<file path="src/hw/rtl/tdg_pkg.sv">
`timescale 1ns / 1ps
// ----------------------------------------------------------------------------
// tdg_pkg
// shared constants, register indexes and types for the distance graph builder
// ----------------------------------------------------------------------------
package tdg_pkg;

    // sizing
    localparam int MAX_POINTS = 64;
    localparam int MAX_DIMS   = 8;
    localparam int COORD_BITS = 16;

    localparam int IDX_W   = $clog2(MAX_POINTS);
    localparam int CNT_W   = IDX_W + 1;
    localparam int POS_W   = $clog2(MAX_DIMS);
    localparam int DIMS_W  = 4;
    localparam int ADDR_W  = IDX_W + POS_W;
    localparam int DEPTH   = MAX_POINTS * MAX_DIMS;
    localparam int DIFF_W  = COORD_BITS + 1;
    localparam int SQ_W    = 2 * COORD_BITS;
    localparam int SUM_W   = SQ_W + $clog2(MAX_DIMS + 1);
    localparam int RAD_W   = SUM_W + (SUM_W % 2);
    localparam int ROOT_W  = RAD_W / 2;
    localparam int DIST_W  = 18;
    localparam int THR_W   = 18;
    localparam int CFG_IDX_W  = 1;
    localparam int CFG_DATA_W = 18;

    // register indexes
    localparam logic [CFG_IDX_W-1:0] REG_DIMS      = 1'd0;
    localparam logic [CFG_IDX_W-1:0] REG_THRESHOLD = 1'd1;

    // reset values
    localparam logic [DIMS_W-1:0] DIMS_RESET = 4'd2;

    // write request into the point store
    typedef struct packed {
        logic                         en;
        logic [ADDR_W-1:0]            addr;
        logic signed [COORD_BITS-1:0] data;
    } tdg_wr_t;

    // handshake with the root unit
    typedef struct packed {
        logic             start;
        logic [RAD_W-1:0] radicand;
    } tdg_root_req_t;

    typedef struct packed {
        logic              done;
        logic [ROOT_W-1:0] root;
    } tdg_root_rsp_t;

endpackage

</file>
<file path="src/hw/rtl/tdg_sqrt.sv">
`timescale 1ns / 1ps
// ----------------------------------------------------------------------------
// tdg_sqrt
// floor square root, restoring digit recurrence, one root bit per cycle
// ----------------------------------------------------------------------------
module tdg_sqrt
    import tdg_pkg::*;
(
    input  logic          clk,
    input  logic          rst_n,
    input  tdg_root_req_t req,
    output tdg_root_rsp_t rsp
);

    localparam int REM_W   = ROOT_W + 1;
    localparam int SHIFT_W = ROOT_W + 3;
    localparam int STEP_W  = $clog2(ROOT_W + 1);

    logic [RAD_W-1:0]   x_reg,    x_next;
    logic [REM_W-1:0]   rem_reg,  rem_next;
    logic [ROOT_W-1:0]  root_reg, root_next;
    logic [STEP_W-1:0]  cnt_reg,  cnt_next;
    logic               done_reg, done_next;

    logic [SHIFT_W-1:0] rem_shift;
    logic [SHIFT_W-1:0] trial;
    logic [SHIFT_W-1:0] diff;

    // next partial remainder and trial divisor
    assign rem_shift = {rem_reg, x_reg[RAD_W-1 -: 2]};
    assign trial     = {1'b0, root_reg, 2'b01};
    assign diff      = rem_shift - trial;

    always_comb
    begin
        x_next    = x_reg;
        rem_next  = rem_reg;
        root_next = root_reg;
        cnt_next  = cnt_reg;
        done_next = 1'b0;
        if (req.start)
        begin
            x_next    = req.radicand;
            rem_next  = '0;
            root_next = '0;
            cnt_next  = STEP_W'(ROOT_W);
        end
        else if (cnt_reg != '0)
        begin
            x_next   = {x_reg[RAD_W-3:0], 2'b00};
            cnt_next = cnt_reg - 1'b1;
            if (rem_shift >= trial)
            begin
                rem_next  = diff[REM_W-1:0];
                root_next = {root_reg[ROOT_W-2:0], 1'b1};
            end
            else
            begin
                rem_next  = rem_shift[REM_W-1:0];
                root_next = {root_reg[ROOT_W-2:0], 1'b0};
            end
            done_next = (cnt_reg == STEP_W'(1));
        end
    end

    always_ff @(posedge clk or negedge rst_n)
    begin
        if (!rst_n)
        begin
            cnt_reg  <= '0;
            done_reg <= 1'b0;
        end
        else
        begin
            cnt_reg  <= cnt_next;
            done_reg <= done_next;
        end
    end

    always_ff @(posedge clk)
    begin
        x_reg    <= x_next;
        rem_reg  <= rem_next;
        root_reg <= root_next;
    end

    assign rsp.done = done_reg;
    assign rsp.root = root_reg;

endmodule

</file>
<file path="config.mk">
export PLATFORM = sky130hd
export DESIGN_NAME = tdg_sqrt
export DESIGN_NICKNAME = d
export VERILOG_FILES = /design/src/hw/rtl/tdg_pkg.sv /design/src/hw/rtl/tdg_sqrt.sv
export SDC_FILE = /design/constraint.sdc
export NUM_CORES = 1
export LEC_CHECK = 0
export BUFFER_PORTS_ARGS = -buffer_cell sky130_fd_sc_hd__buf_2
export CORE_MARGIN = 2
export CORE_UTILIZATION = 40
export CTS_CLUSTER_SIZE = 25
export DETAILED_ROUTE_END_ITERATION = 7
export PLACE_DENSITY_LB_ADDON = 0.2
export SLEW_MARGIN = 30
export SYNTH_ARGS = -nofsm -noshare
export SYNTH_HDL_FRONTEND = slang
export SYNTH_SLANG_ARGS = --single-unit
</file>
<file path="constraint.sdc">
create_clock -name clk -period 6.92 [get_ports clk]
set_input_delay 1.384 -clock clk [delete_from_list [all_inputs] [get_ports clk]]
set_output_delay 1.384 -clock clk [all_outputs]
set_load 0.01 [all_outputs]
</file>
==> flow_summary.yaml <==
logic_synthesis:
  synth_top_area_share_pct: 24.8
  yosysMostFrequentCell: "nand2_1"
  ys_top_cells_by_count: "nand2_1, a21oi_1, dfxtp_1"
  synthesis.area_um2: 4360
  yosys-top-cells-area: "edfxtp_1, dfxtp_1, mux2_2"
  synthDistinctLibCells: 56
  synth-async-reset-ratio_pct: 7.59
  ys_seq_elements: 79
  avgSynthCellArea_um2: 9.83
  syn_inst: 444
  synth_edf_count: 36
  ys_seq_area_share_pct: 45.2
  synth_warnings: 0
  synth_top_area_cell: "edfxtp_1"
  syn_nets: 506
  synth_ff_type: "dfxtp_1"
setup_path:
  worstRegToRegCells: 8
  r2r_setup_slack_ns: 3.95
  reg2reg_to: "rem_reg[16]"
  setup.worst_path.end: "x_reg[5]"
  crit_path_start: "req[36]"
  critPathLaunchType: "primary input"
  crit_type: "in -> reg"
  reg2reg_from: "root_reg[10]"
  arrival_ns: 3.12
  crit_required_ns: 6.96
  crit_path_max_fanout: 83
  end_kind: "flop"
clock_tree:
  cts_tree: "done"
  post_cts_buffers: 0
  hold_buffers: 0
  cts_buffers: 9
  cts_buffer_depth: 2
  clock_latency_ns: 0.36
  cts_resized: 0
  cts_num_sinks: 79
  root_buffer: "clkbuf_8"
  cts.clk_slew.worst_paths_ns: 0.08
  h-tree-depth: 3
sta:
  final_hold_viol_count: 0
  setup_violations: 0
  slew_headroom_pct: 38.0
  maxSlewViolCount: 0
  fin_crit_sh_pct: 44.5
  skew_ns: 0.00874
  fmax_mhz: 325
  rsz0062_at_grt: "no"
  fin_crit_ns: 3.08
  finalSetupTns_ns: 0
  worst_pin_slew_ns: 0.930
layout:
  stdcell_area_um2: 4960
  fin_nets: 556
  final_cells: 639
  drive_gt1_share_pct: 23.4
  fillCellCount: 1044
  largest_reg_flops: 36
  antenna_cells: 0
  final_util_pct: 46.2
  area_growth_pct: 13.7
drt:
  ant_nets: 0
  wl_per_cell_um: 14.4
  dr.pass1.iters: 4
  drc: 0
  via_count: 3387
  wirelength_um: 9230
  viasPerCell: 5.30
  drt_iter0_markers: 162
power_and_ir_drop:
  clkPwrFrac_pct: 18.3
  pwr-share-comb_pct: 49.6
  total_power_w: 0.00195
  p_sw_w: 0.000774
  p_int_w: 0.00118
  p_sw_share_pct: 39.7
  powerDensity_nw_per_um2: 393
  vdd_drop_max_mv: 0.153
  p_seq_share_pct: 32.1
  p_leak_nw: 2.02
hold_path:
  min_path_type: "reg -> reg"
die:
  rows: 38
  start_util_pct: 40.6
  core_area_um2: 10700
  die_y_um: 108
  die-width_um: 108
  ioPinCount: 58
  dieArea_um2: 11800
placement:
  io_buffers: 57
  dp.cells: 623
  place_area_um2: 4760
  gp_congestion: 0.892
  place_hpwl_um: 6310
global_route:
  grt_max_degree: 84
  grt_pass1_wl_um: 15100
  grt_pass1_vias: 3220
  grt_overflow: 0
  antenna_found_initial: 0
  grt_use_total_pct: 16.5
outcome:
  status: "finished, final reports clean"
flow_run:
  max_cap_violations: 0
[layout by cell type (no fill, tap or decap), types with 4 or more instances in the layout]
cell type	n
edfxtp_1	36
mux2_2	35
a21o_1	5
nand2_1	56
a211oi_1	9
buf_2	57
dfrtp_1	6
nand3b_1	4
nand3_1	7
mux2i_1	6
clkinv_4	4
dfxtp_1	37
nor3_1	5
buf_4	4
nor2_1	30
nand2b_1	7
ha_1	23
inv_1	28
o21ai_0	12
xnor2_1	9
nand4_1	4
o21a_1	5
a21oi_1	39
clkbuf_8	9
a31oi_1	8
[critical path, stage by stage]
cell and delay, ns:
buf_2 0.07, buf_4 0.70, nand2b_1 0.51, buf_4 0.40
[power groups by stage]
stage               clock network, W  registers, W  logic, W
finish                      0.000357      0.000626  0.000967
global route                0.000388      0.000636   0.00109
CTS                         0.000369      0.000627  0.000967
detailed placement                 0      0.000637  0.000961
global placement                   0      0.000635  0.000946
floorplan                          0      0.000620  0.000810
[layout make-up]
cell class              instances  area [um^2]  share of cell area (%)
repair buffers                 61          315                    6.36
well taps                     140          175                    3.53
inverters                      28          105                    2.12
clock buffers                   9          124                    2.50
flip-flops and latches         79         1970                    39.7
clock inverters                 7         81.3                    1.64
multi-input cells             315         2190                    44.1
[cells by family after synthesis]
kind of cell	count (synthesis)	share of synthesized area, %
AND/OR/NAND/NOR	130	14.0
flip-flops	79	45.2
buffers and inverters	50	4.85
XOR/XNOR	12	2.41
multiplexers	41	10.4
adder cells (fa/ha/maj)	23	6.60
AO/OA/AOI/OAI	109	16.5
[per-stage QoR]
step,setup slack (ns),hold slack [ns]
after CTS,3.82,0.461
after global routing,3.63,0.476
after detailed placement,3.43,0.448
final,3.84,0.458
after floorplan,3.64,0.436
after global placement,3.42,0.444
[worst min path at each step]
stage,startpoint,slack (ns),cells past startpoint,to
6_report,rem_reg[17],0.46,2,rem_reg[17]
5_1_grt,rem_reg[17],0.48,2,rem_reg[17]
4_1_cts,rem_reg[17],0.46,2,rem_reg[17]
3_5_place_dp,rem_reg[17],0.45,2,rem_reg[17]
3_3_place_gp,rem_reg[17],0.44,2,rem_reg[17]
2_1_floorplan,rem_reg[17],0.44,2,rem_reg[17]
[layer usage]
metal	global-route usage [%]	up-vias	routed length [um]	share of wire (%)
met5	0	-	0	0
met4	6.78	0	142	1.5
met3	4.40	11	450	4.9
met2	26.0	65	4410	48
met1	21.4	1606	4220	46
li1	-	1705	-	-
Note: power is estimated with default switching activity, not from simulation.
